File: config.mk
export PLATFORM = sky130hd
export DESIGN_NAME = vrt_step_sel
export DESIGN_NICKNAME = d
export VERILOG_FILES = /design/src/hdl/vrt_pkg.sv /design/src/hdl/vrt_step_sel.sv
export SDC_FILE = /design/constraint.sdc
export NUM_CORES = 1
export LEC_CHECK = 0
export ABC_AREA = 1
export BUFFER_PORTS_ARGS = -buffer_cell sky130_fd_sc_hd__buf_2
export CAP_MARGIN = 20
export CELL_PAD_IN_SITES_DETAIL_PLACEMENT = 1
export CELL_PAD_IN_SITES_GLOBAL_PLACEMENT = 1
export CORE_MARGIN = 2
export CORE_UTILIZATION = 34
export DETAILED_ROUTE_END_ITERATION = 6
export PLACE_DENSITY = 0.88
export SLEW_MARGIN = 30
export SYNTH_ARGS = -nofsm -noshare
export SYNTH_HDL_FRONTEND = slang
export SYNTH_SLANG_ARGS = --single-unit
File: constraint.sdc
create_clock -name vclk -period 1.7
set_input_delay 0.17 -clock vclk [all_inputs]
set_output_delay 0.17 -clock vclk [all_outputs]
set_load 0.005 [all_outputs]
File: src/hdl/vrt_pkg.sv
// ----------------------------------------------------------------------------
// vrt_pkg
// Shared types and constants of the voxel ray traversal unit.
// ----------------------------------------------------------------------------
package vrt_pkg;

    localparam int CELL_W  = 16;
    localparam int DIST_W  = 32;
    localparam int LEN_W   = 23;
    localparam int ORG_W   = 32;
    localparam int DIR_W   = 16;
    localparam int QUO_W   = 31;
    localparam int FRAC_W  = 16;

    localparam logic [LEN_W-1:0] MAX_LENGTH_RESET = 23'd327680;

    localparam logic KIND_START  = 1'b0;
    localparam logic KIND_ANSWER = 1'b1;

    localparam logic [1:0] STATUS_QUERY = 2'd0;
    localparam logic [1:0] STATUS_HIT   = 2'd1;
    localparam logic [1:0] STATUS_MISS  = 2'd2;
    localparam logic [1:0] STATUS_NORAY = 2'd3;

    localparam logic [2:0] FACE_FRONT  = 3'd0;
    localparam logic [2:0] FACE_TOP    = 3'd1;
    localparam logic [2:0] FACE_RIGHT  = 3'd2;
    localparam logic [2:0] FACE_BOTTOM = 3'd3;
    localparam logic [2:0] FACE_LEFT   = 3'd4;
    localparam logic [2:0] FACE_BACK   = 3'd5;
    localparam logic [2:0] FACE_INSIDE = 3'd6;

    typedef enum logic [1:0] {
        AXIS_X,
        AXIS_Y,
        AXIS_Z
    } axis_t;

    typedef struct packed {
        logic              busy;
        logic              step_neg;
        logic [CELL_W-1:0] pos;
        logic [DIST_W-1:0] side;
    } lane_t;

    typedef struct packed {
        logic       any_below;
        axis_t      axis;
        logic [2:0] face;
    } sel_t;

endpackage

File: src/hdl/vrt_step_sel.sv
// ----------------------------------------------------------------------------
// vrt_step_sel
// Merge of the three lanes: length test, smallest side distance and the
// face that the chosen step enters through.
// ----------------------------------------------------------------------------
module vrt_step_sel (
    input  vrt_pkg::lane_t [2:0]  lanes,
    input  logic [22:0]           max_length,
    output vrt_pkg::sel_t         sel
);
    import vrt_pkg::*;

    logic [DIST_W-1:0] lim;
    logic [DIST_W-1:0] sx, sy, sz;

    assign lim = {{(DIST_W-LEN_W){1'b0}}, max_length};
    assign sx  = lanes[0].side;
    assign sy  = lanes[1].side;
    assign sz  = lanes[2].side;

    always_comb
    begin
        sel.any_below = (sx < lim) || (sy < lim) || (sz < lim);
        if ((sx < sy) && (sx < sz))
            sel.axis = AXIS_X;
        else if (sy < sz)
            sel.axis = AXIS_Y;
        else
            sel.axis = AXIS_Z;
        case (sel.axis)
            AXIS_X:  sel.face = lanes[0].step_neg ? FACE_RIGHT : FACE_LEFT;
            AXIS_Y:  sel.face = lanes[1].step_neg ? FACE_TOP : FACE_BOTTOM;
            AXIS_Z:  sel.face = lanes[2].step_neg ? FACE_FRONT : FACE_BACK;
            default: sel.face = FACE_FRONT;
        endcase
    end

endmodule

==> impl_metrics.tcl <==
set metrics [dict create \
    vias 4917 \
    holdWs_ns 0.6390 \
    io_buffers 128 \
    drt-initial-drc-count 107 \
    drcViolationCount 0 \
    final_layout_size_suffix_gt1_share_pct 41.07 \
    max_freq_ghz 0.5163 \
    clkbuf_count 0 \
    start_util_pct 34.87 \
    crit_start "lanes[130]" \
    multi_input_area_sq_um 4357 \
    total_power_mw 1.704 \
    worst_pin_slew_ns 0.4323 \
    worstSetupPathType "in2out" \
    grt.total_usage_pct 23.75 \
    p_per_area_nw_per_um2 275.0 \
    vdd.ir_drop.worst_uv 150.1 \
    finalSetupViolations 6 \
    finalWeightedCongestion 0.8214 \
    slew_violations 0 \
    hpwl_um 12410 \
    n_fill_cell 1472 \
    pre_cts_ws_ns -0.2286 \
    firstDrtPassIters 4 \
    synthTopCellsByCount "ha_1, nand2_1, inv_1" \
    fp.dieH_um 112.5 \
    fin_crit_ns 1.937 \
    die-area_sq_um 12650 \
    min-delay-path-class "in2out" \
    setup_slack_ns -0.2369 \
    netlist_area_sq_um 3999 \
    antennaDiodeCount 0 \
    final.setup.tns_ns -1.117 \
    synth_top_area_share_pct 49.75 \
    critPathRequiredTime_ns 1.53 \
    die_w_um 112.5 \
    drt_wl_total_um 16600 \
    core-area_sq_um 11470 \
    yosysMostFrequentCell "ha_1" \
    critPathArrivalTime_ns 1.77 \
    seq_cells 0 \
    syn_nets 950 \
    pin_count 179 \
    grt_pass1_vias 5358 \
    regArea_sq_um 0 \
    power_leakage_nw 3.387 \
    synthDistinctLibCells 23 \
    grt_max_degree 5 \
    critPathCaptureType "output pin" \
    rows 39 \
    startpoint_type "primary input" \
    final_antenna_net_count 0 \
    finalInstanceArea_sq_um 6195 \
    synth_cells 618 \
    outcome "complete, but fails checks" \
    synth_warnings 0 \
    synth_top_area_cell "ha_1" \
    rsz0062_at_grt "yes" \
    antenna_found_initial 0 \
    synth_area_leaders "ha_1, nand2_1, inv_1, a21oi_1, nor2_1" \
    ctsHoldBuffers 0 \
    cp_max_fo 2 \
    avgSynthCellArea_sq_um 6.471 \
    min_from "lanes[48]" \
    grt-ovfl-total 0 \
    wl_per_cell_um 17.58 \
    min_period_over_period_pct 113.9 \
    synth_seq_area_share_pct 0 \
    area_delta_synth_final_pct 54.91 \
    hold_viol_final 0 \
    place_area_sq_um 5186 \
    maxCapViolations 0 \
    grt_pass1_wl_um 24900 \
    nets 1135 \
    relSlewSlack_pct 70.92 \
    vias_per_cell 5.209 \
    violations "setup timing" \
]
placed cells by master, fill, tap and decap left out, drive strengths merged:
cell / instances
o211ai: 1
nor3: 13
o21ai: 20
ha: 159
nor2: 37
a211oi: 3
nand3b: 4
buf: 183
nand3: 16
inv: 124
nor3b: 1
nand2: 140
nor4: 5
nand4: 11
o21a: 5
a21oi: 74
a21o: 4
o31ai: 1
cell type report:
type / count / share of cell area, %
inverter: 124 / 7.958
multi-input combinational: 494 / 70.33
tap: 143 / 2.888
timing repair buffer: 183 / 18.82
timing repair:
item | CTS | global route
resized for setup | 78 | 129
setup endpoints to repair | 6 | 6
pin swaps | 28 | 53
buffers inserted | 3 | 3
report_power, final:
part           internal [mW]  total (mW)  switching, mW
combinational          0.786        1.70          0.918
sequential                 0           0              0
clock                      0           0              0
total                  0.786        1.70          0.918
critical path, cell delays in order:
cell and delay [ns]:
buf_6 0.08, inv_2 0.05, buf_4 0.13, ha_1 0.26, nand2_1 0.09, o21ai_0 0.37, a21oi_2 0.08, nand2_2 0.12
inv_1 0.06, nand2_2 0.10, nand3_2 0.09, nand2_1 0.07, buf_2 0.11
cells by family (layout without fill, tap and decap cells):
family / after synthesis / in the layout / synth area share, %
and+or+nand+nor: 227 / 227 / 24.22
adders and majority gates: 159 / 159 / 49.75
buffers and inverters: 124 / 307 / 11.64
AOI/OAI and AO/OA: 108 / 108 / 14.39
layer usage:
metal / GRT usage (%) / share of wire, %
met2: 45.98 / 52
met4: 5.772 / 3.1
met3: 1.188 / 2.8
met1: 28.49 / 42
met5: 0 / 0
per-stage QoR:
stage / cells / util [%]
5_1_grt: 944 / 54.02
3_5_place_dp: 938 / 45.23
6_report: 944 / 54.02
2_1_floorplan: 618 / -
3_3_place_gp: 938 / 45.23
4_1_cts: 941 / 48.89
worst paths after layout:
path | endpoint | slack [ns] | depth (start not counted)
worst max-delay path | sel[2] | -0.24 | 13
worst min-delay path | sel[1] | 0.64 | 4
Note: power is estimated with default switching activity, not from simulation.
