File: src/hdl/vrt_pkg.sv
// ----------------------------------------------------------------------------
// vrt_pkg
// Shared types and constants of the voxel ray traversal unit.
// ----------------------------------------------------------------------------
package vrt_pkg;

    localparam int CELL_W  = 16;
    localparam int DIST_W  = 32;
    localparam int LEN_W   = 23;
    localparam int ORG_W   = 32;
    localparam int DIR_W   = 16;
    localparam int QUO_W   = 31;
    localparam int FRAC_W  = 16;

    localparam logic [LEN_W-1:0] MAX_LENGTH_RESET = 23'd327680;

    localparam logic KIND_START  = 1'b0;
    localparam logic KIND_ANSWER = 1'b1;

    localparam logic [1:0] STATUS_QUERY = 2'd0;
    localparam logic [1:0] STATUS_HIT   = 2'd1;
    localparam logic [1:0] STATUS_MISS  = 2'd2;
    localparam logic [1:0] STATUS_NORAY = 2'd3;

    localparam logic [2:0] FACE_FRONT  = 3'd0;
    localparam logic [2:0] FACE_TOP    = 3'd1;
    localparam logic [2:0] FACE_RIGHT  = 3'd2;
    localparam logic [2:0] FACE_BOTTOM = 3'd3;
    localparam logic [2:0] FACE_LEFT   = 3'd4;
    localparam logic [2:0] FACE_BACK   = 3'd5;
    localparam logic [2:0] FACE_INSIDE = 3'd6;

    typedef enum logic [1:0] {
        AXIS_X,
        AXIS_Y,
        AXIS_Z
    } axis_t;

    typedef struct packed {
        logic              busy;
        logic              step_neg;
        logic [CELL_W-1:0] pos;
        logic [DIST_W-1:0] side;
    } lane_t;

    typedef struct packed {
        logic       any_below;
        axis_t      axis;
        logic [2:0] face;
    } sel_t;

endpackage

File: src/hdl/vrt_axis_lane.sv
// ----------------------------------------------------------------------------
// vrt_axis_lane
// One axis of the walk: reciprocal by restoring division, initial side
// distance by one multiply, then saturating steps of the side distance.
// ----------------------------------------------------------------------------
module vrt_axis_lane (
    input  logic                clk,
    input  logic                rst_n,
    input  logic                start,
    input  logic [31:0]         origin,
    input  logic [15:0]         dir,
    input  logic                step_en,
    output vrt_pkg::lane_t      lane
);
    import vrt_pkg::*;

    typedef enum logic [1:0] {
        L_IDLE,
        L_DIV,
        L_MUL
    } lane_state_t;

    localparam logic [4:0] DIV_TOP = 5'(QUO_W - 1);

    lane_state_t       state_reg, state_next;
    logic [CELL_W-1:0] cell_reg, cell_next;
    logic [DIST_W-1:0] side_reg, side_next;
    logic [DIST_W-1:0] cross_reg, cross_next;
    logic              neg_reg, neg_next;
    logic [15:0]       mag_reg, mag_next;
    logic [16:0]       dist_reg, dist_next;
    logic [15:0]       rem_reg, rem_next;
    logic [QUO_W-1:0]  quo_reg, quo_next;
    logic [4:0]        cnt_reg, cnt_next;

    logic [15:0]       mag_raw;
    logic [15:0]       mag_in;
    logic [16:0]       dist_in;
    logic [16:0]       shifted;
    logic              ge;
    logic [47:0]       prod;
    logic [DIST_W:0]   sum;

    assign mag_raw = dir[15] ? (~dir + 16'd1) : dir;
    assign mag_in  = (mag_raw == 16'd0) ? 16'd1 : mag_raw;
    assign dist_in = dir[15] ? {1'b0, origin[FRAC_W-1:0]}
                             : (17'h10000 - {1'b0, origin[FRAC_W-1:0]});
    assign shifted = {rem_reg, (cnt_reg == DIV_TOP)};
    assign ge      = (shifted >= {1'b0, mag_reg});
    assign prod    = {31'd0, dist_reg} * {17'd0, quo_reg};
    assign sum     = {1'b0, side_reg} + {1'b0, cross_reg};

    always_comb
    begin
        state_next = state_reg;
        cell_next  = cell_reg;
        side_next  = side_reg;
        cross_next = cross_reg;
        neg_next   = neg_reg;
        mag_next   = mag_reg;
        dist_next  = dist_reg;
        rem_next   = rem_reg;
        quo_next   = quo_reg;
        cnt_next   = cnt_reg;
        if (start)
        begin
            state_next = L_DIV;
            cell_next  = origin[31:16];
            neg_next   = dir[15];
            mag_next   = mag_in;
            dist_next  = dist_in;
            rem_next   = 16'd0;
            quo_next   = '0;
            cnt_next   = DIV_TOP;
        end
        else
        begin
            case (state_reg)
                L_IDLE:
                begin
                    if (step_en)
                    begin
                        side_next = sum[DIST_W] ? '1 : sum[DIST_W-1:0];
                        cell_next = neg_reg ? (cell_reg - 16'd1) : (cell_reg + 16'd1);
                    end
                end
                L_DIV:
                begin
                    rem_next = ge ? 16'(shifted - {1'b0, mag_reg}) : shifted[15:0];
                    quo_next = {quo_reg[QUO_W-2:0], ge};
                    cnt_next = cnt_reg - 5'd1;
                    if (cnt_reg == 5'd0)
                        state_next = L_MUL;
                end
                L_MUL:
                begin
                    cross_next = {1'b0, quo_reg};
                    side_next  = prod[47:16];
                    state_next = L_IDLE;
                end
                default:
                begin
                    state_next = L_IDLE;
                end
            endcase
        end
    end

    always_ff @(posedge clk or negedge rst_n)
    begin
        if (!rst_n)
        begin
            state_reg <= L_IDLE;
            cell_reg  <= '0;
            side_reg  <= '0;
            cross_reg <= '0;
            neg_reg   <= 1'b0;
        end
        else
        begin
            state_reg <= state_next;
            cell_reg  <= cell_next;
            side_reg  <= side_next;
            cross_reg <= cross_next;
            neg_reg   <= neg_next;
        end
    end

    always_ff @(posedge clk)
    begin
        mag_reg  <= mag_next;
        dist_reg <= dist_next;
        rem_reg  <= rem_next;
        quo_reg  <= quo_next;
        cnt_reg  <= cnt_next;
    end

    assign lane.busy     = (state_reg != L_IDLE);
    assign lane.step_neg = neg_reg;
    assign lane.pos      = cell_reg;
    assign lane.side     = side_reg;

endmodule

File: config.mk
export PLATFORM = sky130hd
export DESIGN_NAME = vrt_axis_lane
export DESIGN_NICKNAME = d
export VERILOG_FILES = /design/src/hdl/vrt_pkg.sv /design/src/hdl/vrt_axis_lane.sv
export SDC_FILE = /design/constraint.sdc
export NUM_CORES = 2
export LEC_CHECK = 0
export BUFFER_PORTS_ARGS = -buffer_cell sky130_fd_sc_hd__buf_2
export CORE_MARGIN = 8
export CORE_UTILIZATION = 32
export DETAILED_ROUTE_END_ITERATION = 6
export SYNTH_ARGS = -nofsm -noshare
export SYNTH_HDL_FRONTEND = slang
export SYNTH_SLANG_ARGS = --single-unit
File: constraint.sdc
create_clock -name clk -period 5.9 [get_ports clk]
set_input_delay 0.885 -clock clk [delete_from_list [all_inputs] [get_ports clk]]
set_output_delay 0.885 -clock clk [all_outputs]
set_load 0.005 [all_outputs]
==> impl_metrics.env <==
export IMPL_drt_iter0_drc=975
export IMPL_maxCapViolCount=0
export IMPL_holdBufCountCts=0
export IMPL_worst_ep_required_time_ns=6.27
export IMPL_largest_reg_flops=32
export IMPL_grt_met3_usage_pct=2.77
export IMPL_p_switching_uw=971
export IMPL_worstSetupStartpoint="dist_reg[7]"
export IMPL_r2r_slack_ns=-0.45
export IMPL_crit_fanout=5
export IMPL_crit_arrival_ns=6.72
export IMPL_die_h_um=301
export IMPL_violations="setup timing"
export IMPL_p_total_mw=3.10
export IMPL_gr_usage_met1_pct=20.0
export IMPL_critPathKind="flip-flop to flip-flop"
export IMPL_powerDensity_mw_per_mm2=99.4
export IMPL_crit_path_end_kind="flip-flop"
export IMPL_synthArstFlopShare_pct=49.1
export IMPL_status="finished with violations"
export IMPL_p_sw_share_pct=31.3
export IMPL_fin_cells=4333
export IMPL_grt_usage_pct=15.9
export IMPL_syn2layout_area_growth_pct=19.7
export IMPL_numCtsBuffers=17
export IMPL_cts_max_path_buffers=2
export IMPL_die_w_um=301
export IMPL_p_leak_nw=15.5
export IMPL_avgSynthCellArea_sq_um=8.62
export IMPL_drive_above_1_share_pct=18.0
export IMPL_power_internal_mw=2.13
export IMPL_final_util_pct=38.7
export IMPL_seq_area_frac_synth_pct=15.7
export IMPL_drtPass1Iterations=5
export IMPL_fin_crit_sh_pct=108
export IMPL_place_congestion=0.861
export IMPL_synth_distinct_cells=83
export IMPL_placement_io_buffers=101
export IMPL_clk_pin_slew_ns=0.08
export IMPL_clock_power_share_pct=39.1
export IMPL_netlist_instances=3023
export IMPL_coreArea_sq_mm=0.0805
export IMPL_netlist_area_sq_mm=0.0261
export IMPL_vias_per_cell=4.80
export IMPL_clk_latency_ns=0.49
export IMPL_start_kind="flip-flop"
export IMPL_min_period_ns=6.35
export IMPL_initial_core_util_pct=32.4
export IMPL_whs_ns=0.314
export IMPL_worstMarginPinSlew_ns=1.22
export IMPL_fin_nets=3930
export IMPL_grt_pass1_vias=21900
export IMPL_ir_drop_v=0.000198
export IMPL_dr_total_vias=20800
export IMPL_place_inst=4271
export IMPL_drt_total_wl_mm=70.7
export IMPL_fmax_mhz=157
export IMPL_synth_nets=3695
export IMPL_cts_tree="done"
export IMPL_io_pins=102
export IMPL_grt_start_max_net_pins=58
export IMPL_hp_class="input port to asynchronous set/reset pin"
export IMPL_fin_worst_skew_ns=0.0202
export IMPL_setup_violations_final=23
export IMPL_cts_sinks=167
export IMPL_sequentialPowerShare_pct=41.2
export IMPL_antenna_found_initial=6
export IMPL_final_antenna_net_count=0
export IMPL_overflow=0
export IMPL_hpwl_mm=57.3
export IMPL_synth_edff_count=33
export IMPL_rsz0062_at_grt="yes"
export IMPL_use_met2_pct=27.9
export IMPL_pre_cts_slack_ns=-0.705
export IMPL_cts_root_buf="clkbuf_16"
export IMPL_post_route_drc_count=0
export IMPL_grt_pass1_wl_mm=116
export IMPL_nFillCells=8101
export IMPL_hold_viol=0
export IMPL_final_max_slew_viol_count=0
export IMPL_ys_dominant_reg_cell="dfrtp_1"
export IMPL_die_area_sq_mm=0.0908
export IMPL_htreeDepth=4
export IMPL_yosysWarnings=0
export IMPL_grt_busiest_layer="met2"
export IMPL_ys_ff_latch=167
export IMPL_wl_per_cell_um=16.3
export IMPL_core_rowCount=104
export IMPL_r2r_start="dist_reg[7]"
export IMPL_slew_headroom_pct=17.6
export IMPL_setup_slack_ns=-0.450
export IMPL_pwr_share_comb_pct=19.7
## metrics by stage
step | TNS [ns] | cell area, sq um
2_1_floorplan | -0.847 | 26100
3_3_place_gp | -10.61 | 29500
3_5_place_dp | -12.33 | 29500
4_1_cts | -4.04 | 30800
5_1_grt | -11.20 | 31200
6_report | -4.69 | 31200
## placed cells by master (no fill, tap or decap), drive strengths merged, types with 10 or more instances in the layout
cell    count
o21a       14
xor2       40
nand2     599
a211oi     14
nor2b      14
clkbuf     20
ha        185
nand3      15
a21oi     130
dfrtp      82
nor2       65
fa        435
buf       386
nand4      13
nand2b     20
inv       556
o21ai      94
dfxtp      52
o211ai     14
edfxtp     33
o31ai      10
nor3       19
or3        10
a31oi      14
a21o       39
and2      202
o22ai      16
xnor2      71
## power groups by stage
stage,clock [mW],combinational (mW),sequential [mW]
floorplan,0,0.327,1.29
global placement,0,0.564,1.30
detailed placement,0,0.569,1.31
CTS,1.24,0.602,1.28
global route,1.28,0.674,1.28
finish,1.21,0.611,1.28
## logic make-up after synthesis
logic type,share of synthesized area [%]
buffers and inverters,10.4
xor gates and xnor gates,3.73
AOI/OAI and AO/OA,9.83
DFF,15.7
and+or+nand+nor,17.6
muxes,0.432
adders and majority gates,42.3
## worst max-delay path, stage by stage, from the launching register on
cell and delay, ns:
edfxtp_1 0.40, buf_6 0.16, and2_4 0.16, fa_1 0.53
inv_1 0.05, fa_1 0.46, fa_1 0.50, inv_2 0.04
fa_1 0.49, fa_1 0.49, inv_1 0.05, fa_1 0.51
inv_2 0.05, ha_4 0.26, nand4_1 0.14, or3_4 0.38
nor4_4 0.22, nor3_4 0.09, buf_12 0.15, o31a_4 0.35
o2111ai_4 0.22, o31ai_2 0.09, xnor2_1 0.12, a221o_1 0.34
## cell type report
class | instances | area [sq um] | area share (%)
multi-input cells | 2137 | 20000 | 64.1
clock inverters | 12 | 125 | 0.401
well taps | 1060 | 1330 | 4.25
flip-flops and latches | 167 | 4100 | 13.1
clock buffers | 20 | 479 | 1.54
diodes | 2 | 5.00 | 0.0161
inverters | 549 | 2060 | 6.61
repair buffers | 386 | 3100 | 9.94
## Yosys cell counts, types with 9 or more instances
library cell | n | area, sq um
a21o_1 | 39 | 293
and2_1 | 202 | 1260
clkbuf_1 | 157 | 589
o21ai_1 | 22 | 110
nand2_1 | 599 | 2250
nor3_1 | 18 | 90.1
nand2b_1 | 20 | 125
dfxtp_1 | 52 | 1040
a31oi_1 | 14 | 87.6
dfrtp_1 | 82 | 2050
o21ai_0 | 69 | 345
nor2_1 | 65 | 244
nand4_1 | 13 | 81.3
inv_1 | 548 | 2060
o211ai_1 | 14 | 105
o22ai_1 | 16 | 100
edfxtp_1 | 33 | 991
mux2i_1 | 9 | 90.1
or3_1 | 9 | 56.3
a211oi_1 | 12 | 90.1
xnor2_1 | 71 | 622
fa_1 | 435 | 8710
nand3_1 | 15 | 75.1
ha_1 | 185 | 2310
o21a_1 | 14 | 105
xor2_1 | 40 | 350
nor2b_1 | 14 | 87.6
a21oi_1 | 129 | 646
## metal layers
metal | vias up | part of all wire, %
met3 | 107 | 4.3
li1 | 9803 | -
met4 | 6 | 2.6
met5 | - | 0.061
met2 | 408 | 51
met1 | 10500 | 42
## final timing paths
check / cells after the start / endpoint
min in group clk: 2 / rem_reg[15]
hold reg to reg: 2 / rem_reg[15]
hold / removal: 1 / state_reg[1]
max in group asynchronous: 2 / cross_reg[6]
setup / recovery: 23 / side_reg[31]
setup reg to reg: 23 / side_reg[31]
## what timing repair did
action	CTS	global route
endpoints found under the setup margin	30	30
cloned	1	0
resized for setup	129	77
buffers inserted	18	13
pin swaps	84	46
Note: power is estimated with default switching activity, not from simulation.
